**config.mk**
```make
export PLATFORM = sky130hd
export DESIGN_NAME = bounded_deque_with_search
export DESIGN_NICKNAME = d
export VERILOG_FILES = /design/src/hw/rtl/bdq_pkg.sv /design/src/hw/rtl/bdq_store.sv /design/src/hw/rtl/bdq_ctrl.sv /design/src/hw/rtl/bounded_deque_with_search.sv
export VERILOG_INCLUDE_DIRS = /design/src /design/src/hw/rtl
export SDC_FILE = /design/constraint.sdc
export NUM_CORES = 1
export LEC_CHECK = 0
export BUFFER_PORTS_ARGS = -buffer_cell sky130_fd_sc_hd__buf_2
export CAP_MARGIN = 40
export CORE_MARGIN = 5
export CORE_UTILIZATION = 60
export CTS_CLUSTER_SIZE = 10
export DETAILED_ROUTE_END_ITERATION = 7
export PLACE_DENSITY_LB_ADDON = 0.08
export REMOVE_ABC_BUFFERS = 1
export SYNTH_ARGS = -nofsm -noshare
export SYNTH_HDL_FRONTEND = slang
export SYNTH_SLANG_ARGS = --single-unit
```
**constraint.sdc**
```tcl
create_clock -name clk -period 4.8 [get_ports clk]
set_input_delay 0.72 -clock clk [delete_from_list [all_inputs] [get_ports clk]]
set_output_delay 0.72 -clock clk [all_outputs]
set_load 0.005 [all_outputs]
```
**src/hw/rtl/bounded_deque_with_search_defines.svh**
```systemverilog
// Assertion macros used by the deque controller
`ifndef BOUNDED_DEQUE_WITH_SEARCH_DEFINES_SVH
`define BOUNDED_DEQUE_WITH_SEARCH_DEFINES_SVH

// Same-cycle implication
`define BDQ_ASSERT_IMPLY(label, ante, cons, msg) \
    label: assert property (@(posedge clk) disable iff (!rst_n) (ante) |-> (cons)) \
        else $error(msg);

// Next-cycle implication
`define BDQ_ASSERT_NEXT(label, ante, cons, msg) \
    label: assert property (@(posedge clk) disable iff (!rst_n) (ante) |=> (cons)) \
        else $error(msg);

`endif

```
**src/hw/rtl/bdq_pkg.sv**
```systemverilog
// Types and codes for the bounded deque with search
`default_nettype none

package bdq_pkg;

    typedef enum logic [2:0] {
        OP_INS_FRONT = 3'd0,
        OP_INS_BACK  = 3'd1,
        OP_REM_FRONT = 3'd2,
        OP_REM_BACK  = 3'd3,
        OP_FIND      = 3'd4
    } bdq_op_t;

    typedef enum logic [1:0] {
        STS_OK       = 2'd0,
        STS_EMPTY    = 2'd1,
        STS_FULL     = 2'd2,
        STS_NOTFOUND = 2'd3
    } bdq_status_t;

    typedef enum logic [1:0] {
        ST_IDLE,
        ST_EXEC,
        ST_SCAN,
        ST_DONE
    } bdq_state_t;

    typedef struct packed {
        logic [2:0]         operation;
        logic signed [31:0] value;
    } bdq_req_t;

    typedef struct packed {
        logic [1:0] status;
        logic [3:0] found_position;
        logic [4:0] count;
    } bdq_rsp_t;

endpackage

`default_nettype wire

```
**src/hw/rtl/bdq_store.sv**
```systemverilog
// Entry store: one write port, one read port with registered read data
`default_nettype none

module bdq_store #(
    parameter int DEPTH = 16
) (
    input  wire logic                       clk,
    input  wire logic                       we,
    input  wire logic [$clog2(DEPTH)-1:0]   waddr,
    input  wire logic signed [31:0]         wdata,
    input  wire logic [$clog2(DEPTH)-1:0]   raddr,
    output logic signed [31:0]              rdata
);

    logic signed [31:0] mem [DEPTH];
    logic signed [31:0] rdata_reg;

    always_ff @(posedge clk)
    begin
        if (we)
        begin
            mem[waddr] <= wdata;
        end
        rdata_reg <= mem[raddr];
    end

    assign rdata = rdata_reg;

endmodule

`default_nettype wire

```
**src/hw/rtl/bdq_ctrl.sv**
```systemverilog
// Request sequencer: ring pointers, count, find scan and result register
`default_nettype none
`include "bounded_deque_with_search_defines.svh"

module bdq_ctrl #(
    parameter int DEPTH = 16
) (
    input  wire logic                       clk,
    input  wire logic                       rst_n,
    input  wire logic                       in_valid,
    output logic                            in_ready,
    input  wire bdq_pkg::bdq_req_t          in_data,
    output logic                            out_valid,
    input  wire logic                       out_ready,
    output bdq_pkg::bdq_rsp_t               out_data,
    output logic                            mem_we,
    output logic [$clog2(DEPTH)-1:0]        mem_waddr,
    output logic signed [31:0]              mem_wdata,
    output logic [$clog2(DEPTH)-1:0]        mem_raddr,
    input  wire logic signed [31:0]         mem_rdata
);

    localparam int PTR_W = $clog2(DEPTH);
    localparam int CNT_W = $clog2(DEPTH + 1);
    localparam int SUM_W = CNT_W + 1;

    bdq_pkg::bdq_state_t  state_reg, state_next;
    logic [2:0]           op_reg, op_next;
    logic signed [31:0]   val_reg, val_next;
    logic [PTR_W-1:0]     front_reg, front_next;
    logic [CNT_W-1:0]     count_reg, count_next;
    logic [PTR_W-1:0]     scan_addr_reg, scan_addr_next;
    logic [PTR_W-1:0]     cmp_pos_reg, cmp_pos_next;
    bdq_pkg::bdq_status_t res_status_reg, res_status_next;
    logic [PTR_W-1:0]     res_pos_reg, res_pos_next;
    logic                 out_valid_reg, out_valid_next;
    bdq_pkg::bdq_rsp_t    out_data_reg, out_data_next;

    logic                 out_free;
    logic                 is_full;
    logic                 is_empty;
    logic [PTR_W-1:0]     front_dec;
    logic [PTR_W-1:0]     front_inc;
    logic [PTR_W-1:0]     scan_inc;
    logic [SUM_W-1:0]     back_sum;
    logic [PTR_W-1:0]     back_addr;
    logic                 scan_last;
    logic [31:0]          pos_wide;
    logic [31:0]          cnt_wide;
    logic                 in_scan;
    logic                 scan_in_range;
    logic                 done_fire;

    // ring index arithmetic, wraps at DEPTH for any depth
    always_comb
    begin
        front_dec = (front_reg == '0) ? PTR_W'(DEPTH - 1) : front_reg - PTR_W'(1);
        front_inc = (front_reg == PTR_W'(DEPTH - 1)) ? '0 : front_reg + PTR_W'(1);
        scan_inc  = (scan_addr_reg == PTR_W'(DEPTH - 1)) ? '0 : scan_addr_reg + PTR_W'(1);
        back_sum  = SUM_W'(front_reg) + SUM_W'(count_reg);
        if (back_sum >= SUM_W'(DEPTH))
        begin
            back_sum = back_sum - SUM_W'(DEPTH);
        end
        back_addr = back_sum[PTR_W-1:0];
        scan_last = (CNT_W'(cmp_pos_reg) + CNT_W'(1)) == count_reg;
        is_full   = count_reg == CNT_W'(DEPTH);
        is_empty  = count_reg == '0;
        out_free  = !out_valid_reg || out_ready;
        pos_wide  = 32'(res_pos_reg);
        cnt_wide  = 32'(count_reg);
        in_scan       = state_reg == bdq_pkg::ST_SCAN;
        scan_in_range = CNT_W'(cmp_pos_reg) < count_reg;
        done_fire     = (state_reg == bdq_pkg::ST_DONE) && out_free;
    end

    // no store write can land during a scan: one request is in flight at a time
    always_comb
    begin
        state_next      = state_reg;
        op_next         = op_reg;
        val_next        = val_reg;
        front_next      = front_reg;
        count_next      = count_reg;
        scan_addr_next  = scan_addr_reg;
        cmp_pos_next    = cmp_pos_reg;
        res_status_next = res_status_reg;
        res_pos_next    = res_pos_reg;
        out_valid_next  = out_valid_reg;
        out_data_next   = out_data_reg;
        mem_we          = 1'b0;
        mem_waddr       = front_dec;
        mem_wdata       = val_reg;
        mem_raddr       = scan_addr_reg;

        if (out_valid_reg && out_ready)
        begin
            out_valid_next = 1'b0;
        end

        case (state_reg)
            bdq_pkg::ST_IDLE:
            begin
                if (in_valid)
                begin
                    op_next    = in_data.operation;
                    val_next   = in_data.value;
                    state_next = bdq_pkg::ST_EXEC;
                end
            end
            bdq_pkg::ST_EXEC:
            begin
                res_status_next = bdq_pkg::STS_OK;
                res_pos_next    = '0;
                state_next      = bdq_pkg::ST_DONE;
                case (op_reg)
                    bdq_pkg::OP_INS_FRONT:
                    begin
                        if (is_full)
                        begin
                            res_status_next = bdq_pkg::STS_FULL;
                        end
                        else
                        begin
                            mem_we     = 1'b1;
                            mem_waddr  = front_dec;
                            front_next = front_dec;
                            count_next = count_reg + CNT_W'(1);
                        end
                    end
                    bdq_pkg::OP_INS_BACK:
                    begin
                        if (is_full)
                        begin
                            res_status_next = bdq_pkg::STS_FULL;
                        end
                        else
                        begin
                            mem_we     = 1'b1;
                            mem_waddr  = back_addr;
                            count_next = count_reg + CNT_W'(1);
                        end
                    end
                    bdq_pkg::OP_REM_FRONT:
                    begin
                        if (is_empty)
                        begin
                            res_status_next = bdq_pkg::STS_EMPTY;
                        end
                        else
                        begin
                            front_next = front_inc;
                            count_next = count_reg - CNT_W'(1);
                        end
                    end
                    bdq_pkg::OP_REM_BACK:
                    begin
                        if (is_empty)
                        begin
                            res_status_next = bdq_pkg::STS_EMPTY;
                        end
                        else
                        begin
                            count_next = count_reg - CNT_W'(1);
                        end
                    end
                    bdq_pkg::OP_FIND:
                    begin
                        if (is_empty)
                        begin
                            res_status_next = bdq_pkg::STS_NOTFOUND;
                        end
                        else
                        begin
                            // read the front now, compare it next cycle
                            mem_raddr      = front_reg;
                            scan_addr_next = front_inc;
                            cmp_pos_next   = '0;
                            state_next     = bdq_pkg::ST_SCAN;
                        end
                    end
                    default:
                    begin
                        res_status_next = bdq_pkg::STS_OK;
                    end
                endcase
            end
            bdq_pkg::ST_SCAN:
            begin
                // rdata holds the entry at cmp_pos; the next read is already issued
                if (mem_rdata == val_reg)
                begin
                    res_status_next = bdq_pkg::STS_OK;
                    res_pos_next    = cmp_pos_reg;
                    state_next      = bdq_pkg::ST_DONE;
                end
                else if (scan_last)
                begin
                    res_status_next = bdq_pkg::STS_NOTFOUND;
                    res_pos_next    = '0;
                    state_next      = bdq_pkg::ST_DONE;
                end
                else
                begin
                    mem_raddr      = scan_addr_reg;
                    scan_addr_next = scan_inc;
                    cmp_pos_next   = cmp_pos_reg + PTR_W'(1);
                end
            end
            bdq_pkg::ST_DONE:
            begin
                if (out_free)
                begin
                    out_valid_next                = 1'b1;
                    out_data_next.status          = res_status_reg;
                    out_data_next.found_position  = pos_wide[3:0];
                    out_data_next.count           = cnt_wide[4:0];
                    state_next                    = bdq_pkg::ST_IDLE;
                end
            end
            default:
            begin
                state_next = bdq_pkg::ST_IDLE;
            end
        endcase
    end

    always_ff @(posedge clk or negedge rst_n)
    begin
        if (!rst_n)
        begin
            state_reg     <= bdq_pkg::ST_IDLE;
            front_reg     <= '0;
            count_reg     <= '0;
            out_valid_reg <= 1'b0;
        end
        else
        begin
            state_reg     <= state_next;
            front_reg     <= front_next;
            count_reg     <= count_next;
            out_valid_reg <= out_valid_next;
        end
    end

    always_ff @(posedge clk)
    begin
        op_reg         <= op_next;
        val_reg        <= val_next;
        scan_addr_reg  <= scan_addr_next;
        cmp_pos_reg    <= cmp_pos_next;
        res_status_reg <= res_status_next;
        res_pos_reg    <= res_pos_next;
        out_data_reg   <= out_data_next;
    end

    assign in_ready  = state_reg == bdq_pkg::ST_IDLE;
    assign out_valid = out_valid_reg;
    assign out_data  = out_data_reg;

    `BDQ_ASSERT_IMPLY(a_count_bound, 1'b1, count_reg <= CNT_W'(DEPTH), "count above depth")
    `BDQ_ASSERT_IMPLY(a_write_in_exec, mem_we, state_reg == bdq_pkg::ST_EXEC, "write outside exec")
    `BDQ_ASSERT_IMPLY(a_scan_nonempty, in_scan, !is_empty && scan_in_range, "scan past count")
    `BDQ_ASSERT_NEXT(a_done_loads_out, done_fire, out_valid_reg && in_ready, "result not loaded")

endmodule

`default_nettype wire

```
**src/hw/rtl/bounded_deque_with_search.sv**
```systemverilog
// Top level of the bounded deque with linear search
//
//  channel | direction | handshake           | payload
//  in      | request   | in_valid / in_ready   | bdq_req_t (operation, value)
//  out     | result    | out_valid / out_ready | bdq_rsp_t (status, found_position, count)
//
// Insert, remove and undefined codes pass from accept through the execute and done
// states to the output register. Find on an empty deque does the same; otherwise
// the scan stops at the first hit or after the last entry, comparing one entry per
// cycle through the single read port of the entry store.
// One request in flight; the next request is taken while a result waits in
// the output register. Reset clears pointers and count; no clearing pass.
`default_nettype none

module bounded_deque_with_search #(
    parameter int DEPTH = 16
) (
    input  wire logic               clk,
    input  wire logic               rst_n,
    input  wire logic               in_valid,
    output logic                    in_ready,
    input  wire bdq_pkg::bdq_req_t  in_data,
    output logic                    out_valid,
    input  wire logic               out_ready,
    output bdq_pkg::bdq_rsp_t       out_data
);

    localparam int PTR_W = $clog2(DEPTH);

    logic                   mem_we;
    logic [PTR_W-1:0]       mem_waddr;
    logic signed [31:0]     mem_wdata;
    logic [PTR_W-1:0]       mem_raddr;
    logic signed [31:0]     mem_rdata;

    bdq_ctrl #(
        .DEPTH(DEPTH)
    ) u_ctrl (
        .clk       (clk),
        .rst_n     (rst_n),
        .in_valid  (in_valid),
        .in_ready  (in_ready),
        .in_data   (in_data),
        .out_valid (out_valid),
        .out_ready (out_ready),
        .out_data  (out_data),
        .mem_we    (mem_we),
        .mem_waddr (mem_waddr),
        .mem_wdata (mem_wdata),
        .mem_raddr (mem_raddr),
        .mem_rdata (mem_rdata)
    );

    bdq_store #(
        .DEPTH(DEPTH)
    ) u_store (
        .clk   (clk),
        .we    (mem_we),
        .waddr (mem_waddr),
        .wdata (mem_wdata),
        .raddr (mem_raddr),
        .rdata (mem_rdata)
    );

endmodule

`default_nettype wire

```
==> results_dict.tcl, run 1 <==
set metrics [dict create \
    yosys_warnings 0 \
    dr_total_vias 14858 \
    min_period_ns 3.66 \
    holdCritPathClass "input pin to async pin" \
    post-route-cell-area_mm2 0.0275 \
    syn_inst 1816 \
    ios 52 \
    finClkSkew_ns 0.0282 \
    coreArea_mm2 0.0397 \
    worstPathMaxFanout 19 \
    leakagePower_nw 9.57 \
    ys_async_sr_fraction 0.0195 \
    die_w_um 211 \
    ys_types 49 \
    nets 1934 \
    drc_errors 0 \
    vias_per_cell 6.04 \
    p_per_area_mw_per_mm2 625 \
    ys_seq_area_frac 0.750 \
    overflow 0 \
    hpwl_um 31200 \
    drt_iter0_markers 1577 \
    synthAdderAreaFrac 0.00891 \
    drv_cap 0 \
    syn_area_mm2 0.0241 \
    grt_pass1_vias 14471 \
    synth.area.top_cells "edfxtp_1, nand2_1, a21oi_1" \
    cts-root-buf "clkbuf_16" \
    start_kind "flop" \
    clkSinkCount 616 \
    syn_area_per_cell_um2 13.3 \
    synth_edf_count 572 \
    drtPass1Iterations 7 \
    grt_max_degree 97 \
    cts_resized 0 \
    critPathCaptureType "flop" \
    finalMaxSlewViolations 0 \
    num_rows 73 \
    yosys.area.top_type "edfxtp_1" \
    cts_buffers 71 \
    fin_cells 2461 \
    placed_area_mm2 0.0253 \
    hold_viol_final 0 \
    synth_compound_area_frac 0.0671 \
    relSlewSlack 0.390 \
    htreeDepth 3 \
    initial_core_util 0.608 \
    clock_path_buffers 3 \
    hold_buffers 0 \
    status "finished clean" \
    final_cell_mix "edfxtp_1, nand2_1, a21oi_1, nand3_1, clkbuf_16" \
    clk_latency_ns 0.59 \
    cts_tree "done" \
    grt_pass1_wl_um 86500 \
    path_class "flop to flop" \
    seq_area_mm2 0.0181 \
    die_area_mm2 0.0444 \
    clkTransAtPathRegs_ns 0.06 \
    r2r_cells 8 \
    multi_input_area_mm2 0.00574 \
    cts_setup_buffers 0 \
    worst_slew_pin_slew_ns 0.906 \
    n_antenna_cell 0 \
    yosys.area.top_type_share 0.711 \
    drive_gt1_frac 0.108 \
    hold_slack_ns 0.0348 \
    ys_ff_latch 616 \
    fillers 2738 \
    die_h_um 211 \
    largest_register_ffs 512 \
    finalSetupViolations 0 \
    synth_mux_area_frac 0.00731 \
    areaGrowthSynthToFinish_pct 13.7 \
    place_congestion 0.835 \
    dp_cells 2331 \
    grt_setup_unrepaired "false" \
    grt_usage 0.255 \
    avgRoutedWirePerCell_um 23.0 \
    synth_xor_area_frac 0.0185 \
    antenna_left 0 \
    antenna_found_initial 0 \
    io_buffers 51 \
    worstPathRequired_ns 5.32 \
    worstPathArrival_ns 4.18 \
    synth_top_family_by_area "simple AND/OR/NAND/NOR gates" \
    synthFlopType "edfxtp_1" \
    yosys.area_share.simple 0.127 \
    max-vdd-ir-drop_uv 478 \
    fmax_mhz 273 \
    finalWirelength_um 56600 \
    fin_crit_sh 0.763 \
    final_common_cell "edfxtp_1" \
]
[report_power, final]
group	total, mW	switching, mW	internal [mW]
combinational	5.21	3.53	1.68
clock	4.88	2.01	2.88
sequential	7.07	0.477	6.59
total	17.2	6.02	11.1
[synth_stat cells (all sizes together), types with 2 or more instances]
cell    instances
mux2           10
nand3         101
xor2           38
nand4          35
o41ai           2
o211ai          2
nor2b           9
a31oi          35
o21ai          12
dfrtp          12
dfxtp          32
xnor2          13
nand2b          4
buf            58
a21o            5
edfxtp        572
mux2i           6
o31ai           5
fa              2
a32oi          32
nand2         534
nor4            9
ha             14
a21oi         170
nor2           23
nand3b          3
clkbuf         44
and3            5
and2            5
inv            11
[worst max-delay path, stage by stage, from the launching register on]
cell,delay (ns)
dfrtp_1,0.48
or4_4,0.60
o211ai_4,0.62
mux2_2,0.63
inv_1,0.15
nor2_4,0.59
buf_4,0.30
a32oi_1,0.12
nand2_1,0.08
[cell type report]
class / count / area share
clock inverters: 5 / 0.00310
well taps: 525 / 0.0239
repair buffers: 92 / 0.0286
flip-flops and latches: 616 / 0.660
multi-input cells: 1087 / 0.209
inverters: 11 / 0.00150
clock buffers: 125 / 0.0740
[final timing paths]
check                                         startpoint                  end  slack (ns)
min in group clk                              in_data[8]  u_ctrl.mem_wdata[8]        0.30
max in group asynchronous                          rst_n     u_ctrl.out_valid        4.50
worst max register to register       u_ctrl.count_reg[1]    u_store.rdata[25]        1.14
worst min-delay path                               rst_n  u_ctrl.front_reg[1]        0.03
worst max-delay path                 u_ctrl.count_reg[1]    u_store.rdata[25]        1.14
worst min register to register  u_ctrl.res_status_reg[0]   u_ctrl.out_data[9]        0.42
[kinds of logic after synthesis]
family / after synthesis
compound gates: 273
xor+xnor: 51
fa+ha+maj: 16
buf+inv: 113
flops: 616
mux: 16
simple gates: 731
[through the flow]
stage               utilization  TNS, ns  power, mW  worst slack [ns]
floorplan                     -  -223.60       10.3             -6.99
global placement          0.635        0       12.2              1.20
detailed placement        0.638        0       12.4              1.17
CTS                       0.691        0       17.3              1.15
global route              0.691        0       18.1             0.982
finish                    0.691        0       17.2              1.14
[routing by layer]
layer	vias to the layer above	routed length (um)	share of wire	track usage
met5	-	0	0	0
met4	0	1670	0.030	0.0894
met3	111	3890	0.069	0.0356
met2	579	26900	0.48	0.398
met1	7394	24100	0.43	0.378
li1	6774	-	-	-
No activity file was read; power rests on OpenSTA's default activity.
==> run 2: changes to the inputs <==
--- a/config.mk
+++ b/config.mk
@@ -9,7 +9,7 @@
 export BUFFER_PORTS_ARGS = -buffer_cell sky130_fd_sc_hd__buf_2
 export CAP_MARGIN = 40
 export CORE_MARGIN = 5
-export CORE_UTILIZATION = 60
+export CORE_UTILIZATION = 56
 export CTS_CLUSTER_SIZE = 10
 export DETAILED_ROUTE_END_ITERATION = 7
 export PLACE_DENSITY_LB_ADDON = 0.08
==> constraint.sdc (replaced) <==
create_clock -name clk -period 3.22 [get_ports clk]
set_input_delay 0.483 -clock clk [delete_from_list [all_inputs] [get_ports clk]]
set_output_delay 0.483 -clock clk [all_outputs]
set_load 0.005 [all_outputs]
==> results_dict.tcl, run 2 (same netlist as run 1, synthesis figures left out) <==
set metrics [dict create \
    placed_area_mm2 0.0262 \
    finalSetupViolations 0 \
    final_common_cell "edfxtp_1" \
    drc_errors 0 \
    n_antenna_cell 0 \
    cts_tree "done" \
    grt_max_degree 80 \
    drive_gt1_frac 0.141 \
    cts-root-buf "clkbuf_16" \
    place_congestion 0.829 \
    start_kind "flop" \
    cts_resized 0 \
    final_cell_mix "edfxtp_1, nand2_1, a21oi_1, nand3_1, buf_4" \
    cpLargestDelayFamily "simple AND/OR/NAND/NOR gates" \
    finClkSkew_ns 0.0211 \
    die_h_um 218 \
    overflow 0 \
    met1_usage 0.363 \
    cts_buffers 72 \
    vias_per_cell 5.80 \
    fin_cells 2589 \
    holdCritPathClass "input pin to flop" \
    p_total_mw 26.2 \
    fmax_mhz 325 \
    finalMaxSlewViolations 0 \
    p_per_area_mw_per_mm2 926 \
    relSlewSlack 0.498 \
    worstPathArrival_ns 3.31 \
    min_period_ns 3.08 \
    grt_usage 0.249 \
    fillers 3091 \
    antenna_left 0 \
    grt_util_met2 0.403 \
    cts_setup_buffers 0 \
    avgRoutedWirePerCell_um 22.6 \
    hold_slack_ns 0.0640 \
    num_rows 76 \
    final.setup.tns_ns 0 \
    die_w_um 218 \
    clkTransAtPathRegs_ns 0.06 \
    crit_path_frequent_cell "buf_4" \
    ios 52 \
    clkSinkCount 616 \
    status "finished clean" \
    io_buffers 51 \
    drtPass1Iterations 6 \
    grt_pass1_wl_um 89200 \
    clock_path_buffers 3 \
    coreArea_mm2 0.0429 \
    hpwl_um 33500 \
    leakagePower_nw 9.98 \
    cpMaxStageDelayCell "nor4_1" \
    areaGrowthSynthToFinish_pct 17.1 \
    largest_register_ffs 512 \
    path_class "flop to flop" \
    worstPathRequired_ns 3.45 \
    drv_cap 0 \
    clk_latency_ns 0.59 \
    fin_crit_sh 0.956 \
    finalWirelength_um 58400 \
    crit_buf_inv 3 \
    die_area_mm2 0.0474 \
    path_cells "buf_4 > nor4_1 > a211oi_1 > buf_4 > nand2_1 > mux2i_1 > nand2_1 > nor2_4 > buf_4" \
    nets 2010 \
    grt_setup_unrepaired "false" \
    grt-busiest-layer "met2" \
    critPathCaptureType "flop" \
    worstPathMaxFanout 20 \
    antenna_found_initial 0 \
    max-vdd-ir-drop_uv 644 \
    grt_use_met3 0.0340 \
    post-route-cell-area_mm2 0.0283 \
    dp_cells 2465 \
    worst_slew_pin_slew_ns 0.751 \
    initial_core_util 0.563 \
    slowest_delay_ns 0.52 \
    hold_viol_final 0 \
    grt_pass1_vias 14708 \
    htreeDepth 3 \
    dr_total_vias 15010 \
    drt_iter0_markers 1534 \
]
==> run 2: area by class of cell <==
class	instances	area (um2)	area share
Sequential cell	616	18100	0.641
Clock buffer	116	1970	0.0696
Timing Repair Buffer	167	1590	0.0562
Clock inverter	7	85.1	0.00301
Multi-Input combinational cell	1087	5740	0.203
Inverter	11	41.3	0.00146
Tap cell	585	732	0.0259
==> run 2: power by group <==
part / switching [mW] / total [mW] / internal (mW)
registers: 0.429 / 10.2 / 9.82
clock network: 2.95 / 7.19 / 4.24
logic: 5.71 / 8.74 / 3.03
==> run 2: worst paths after layout <==
kind                                               start              endpoint  slack [ns]  cells past startpoint
max in group asynchronous                          rst_n   u_ctrl.count_reg[0]        2.67                      2
min in group asynchronous                          rst_n   u_ctrl.state_reg[0]        0.31                      2
worst min register to register  u_ctrl.res_status_reg[1]   u_ctrl.out_data[10]        0.42                      0
worst min-delay path                         in_data[23]  u_ctrl.mem_wdata[23]        0.06                      1
worst max-delay path                 u_ctrl.count_reg[1]   u_store.mem[14][10]        0.14                      9
worst max register to register       u_ctrl.count_reg[1]   u_store.mem[14][10]        0.14                      9
==> run 2: layer usage <==
metal,share of wire,vias up
met4,0.020,0
met1,0.43,7484
met3,0.061,85
met5,0,-
li1,-,6905
met2,0.48,536
==> run 2: repair_timing <==
| item | CTS | global route |
|---|---|---|
| endpoints found under the setup margin | 0 | 0 |
| endpoints found under the hold margin | 12 | 0 |
| hold buffers | 1 | 0 |
==> run 2: per-stage QoR <==
stage | setup WS, ns | util
5_1_grt | 0.0157 | 0.659
3_5_place_dp | 0.181 | 0.611
3_3_place_gp | 0.142 | 0.610
2_1_floorplan | -8.57 | -
4_1_cts | 0.122 | 0.659
6_report | 0.142 | 0.659
==> run 3: changes to the inputs <==
--- a/config.mk
+++ b/config.mk
@@ -9,7 +9,8 @@
 export BUFFER_PORTS_ARGS = -buffer_cell sky130_fd_sc_hd__buf_2
 export CAP_MARGIN = 40
 export CORE_MARGIN = 5
-export CORE_UTILIZATION = 56
+export CORE_UTILIZATION = 58
+export CTS_BUF_LIST = sky130_fd_sc_hd__clkbuf_4
 export CTS_CLUSTER_SIZE = 10
 export DETAILED_ROUTE_END_ITERATION = 7
 export PLACE_DENSITY_LB_ADDON = 0.08
==> results_dict.tcl, run 3 (same netlist as run 1, synthesis figures left out) <==
set metrics [dict create \
    nets 2132 \
    grt_pass1_vias 16145 \
    io_buffers 51 \
    final_common_cell "edfxtp_1" \
    initial_core_util 0.589 \
    overflow 0 \
    cts_tree "done" \
    antenna_left 0 \
    fillers 2877 \
    clock_path_buffers 3 \
    final_cell_mix "edfxtp_1, nand2_1, clkbuf_4, a21oi_1, nand3_1" \
    grt_usage 0.262 \
    holdCritPathClass "input pin to flop" \
    finClkSkew_ns 0.0509 \
    antenna_found_initial 1 \
    clk_latency_ns 0.97 \
    slowest_delay_ns 0.56 \
    min_period_ns 3.03 \
    die_area_mm2 0.0458 \
    avgRoutedWirePerCell_um 21.9 \
    fmax_mhz 330 \
    worst_slew_pin_slew_ns 0.697 \
    die_h_um 214 \
    critPathLaunch "u_ctrl.count_reg[1]" \
    dr_total_vias 15912 \
    grt_max_degree 88 \
    finalMaxSlewViolations 0 \
    path_cells "or4_4 > o211ai_4 > buf_4 > mux2_8 > buf_4 > nand2_1 > a31oi_1 > nand4_1 > nand2_1" \
    worstPathMaxFanout 52 \
    clkTransAtPathRegs_ns 0.07 \
    path_class "flop to flop" \
    cpMaxStageDelayCell "or4_4" \
    reg2reg_slack_ns 0.19 \
    drive_gt1_frac 0.213 \
    hold_buffers 39 \
    hold_viol_final 0 \
    start_kind "flop" \
    vias_per_cell 5.81 \
    ios 52 \
    finalSetupViolations 0 \
    worstPathRequired_ns 4.09 \
    critPathCaptureType "flop" \
    max-vdd-ir-drop_uv 539 \
    status "finished clean" \
    final.setup.tns_ns 0 \
    hpwl_um 32800 \
    cts-root-buf "clkbuf_4" \
    grt_pass1_wl_um 91800 \
    drtPass1Iterations 7 \
    r2r-start "u_ctrl.count_reg[1]" \
    relSlewSlack 0.531 \
    hold_slack_ns 0.228 \
    areaGrowthSynthToFinish_pct 18.7 \
    drt_iter0_markers 1460 \
    drc_errors 0 \
    die_w_um 214 \
    htreeDepth 4 \
    cts_buffers 159 \
    fin_util 0.699 \
    fin_ws_ns 0.188 \
    worstPathArrival_ns 3.90 \
    pre_cts_slack_ns 0.228 \
    place_congestion 0.791 \
    coreArea_mm2 0.0410 \
    min_from "in_data[12]" \
    drv_cap 0 \
    p_per_area_mw_per_mm2 903 \
    num_rows 74 \
    leakagePower_nw 10.4 \
    largest_register_ffs 512 \
    grt_setup_unrepaired "false" \
    clkSinkCount 616 \
    finalWirelength_um 60100 \
    cts_setup_buffers 0 \
    cts_resized 0 \
    fin_crit_sh 0.942 \
]
run 3: where the power goes:
part	leakage, nW	total (mW)	switching (mW)	internal, mW
sequential	5.58	10.2	0.433	9.81
clock	1.31	7.02	3.12	3.91
combinational	3.56	8.62	5.67	2.94
run 3: per-layer routing:
metal  track usage  up-vias  share of wire  routed length (um)
met4        0.0917        0          0.019                1150
met2         0.416      646           0.49               29200
met1         0.364     7909           0.42               25400
li1              -     7267              -                   -
met3        0.0580       90          0.072                4350
met5             0        -              0                   0
run 3: cell type report:
cell class | count | area, um2 | share of cell area
antenna | 1 | 2.50 | 0.0000873
clock buffer | 248 | 1860 | 0.0649
clock inverter | 43 | 307 | 0.0107
inverter | 11 | 41.3 | 0.00144
multi-input combinational | 1087 | 5740 | 0.200
sequential | 616 | 18100 | 0.632
tap | 532 | 666 | 0.0232
timing repair buffer | 202 | 1930 | 0.0674
run 3: path summary, 6_finish.rpt:
| kind | endpoint | cells past startpoint |
|---|---|---|
| worst min-delay path | u_ctrl.mem_wdata[12] | 2 |
| worst max register to register | u_store.rdata[15] | 9 |
| worst min register to register | u_ctrl.out_data[7] | 0 |
| max in group asynchronous | u_ctrl.out_valid | 3 |
| min in group asynchronous | u_ctrl.state_reg[0] | 3 |
| worst max-delay path | u_store.rdata[15] | 9 |
run 3: through the flow:
step	power (mW)	instances	area, um2
2_1_floorplan	15.1	1714	23700
3_3_place_gp	18.7	2408	26100
3_5_place_dp	18.9	2409	26100
4_1_cts	26.0	2739	28700
5_1_grt	27.4	2740	28700
6_report	25.9	2740	28700
run 3: worst max-delay path, delay by kind of cell, from the launching register on:
family | cells | cell delay (ns)
compound gates | 2 | 0.48
buf+inv | 2 | 0.62
flops | 1 | 0.38
mux | 1 | 0.48
simple gates | 4 | 0.97
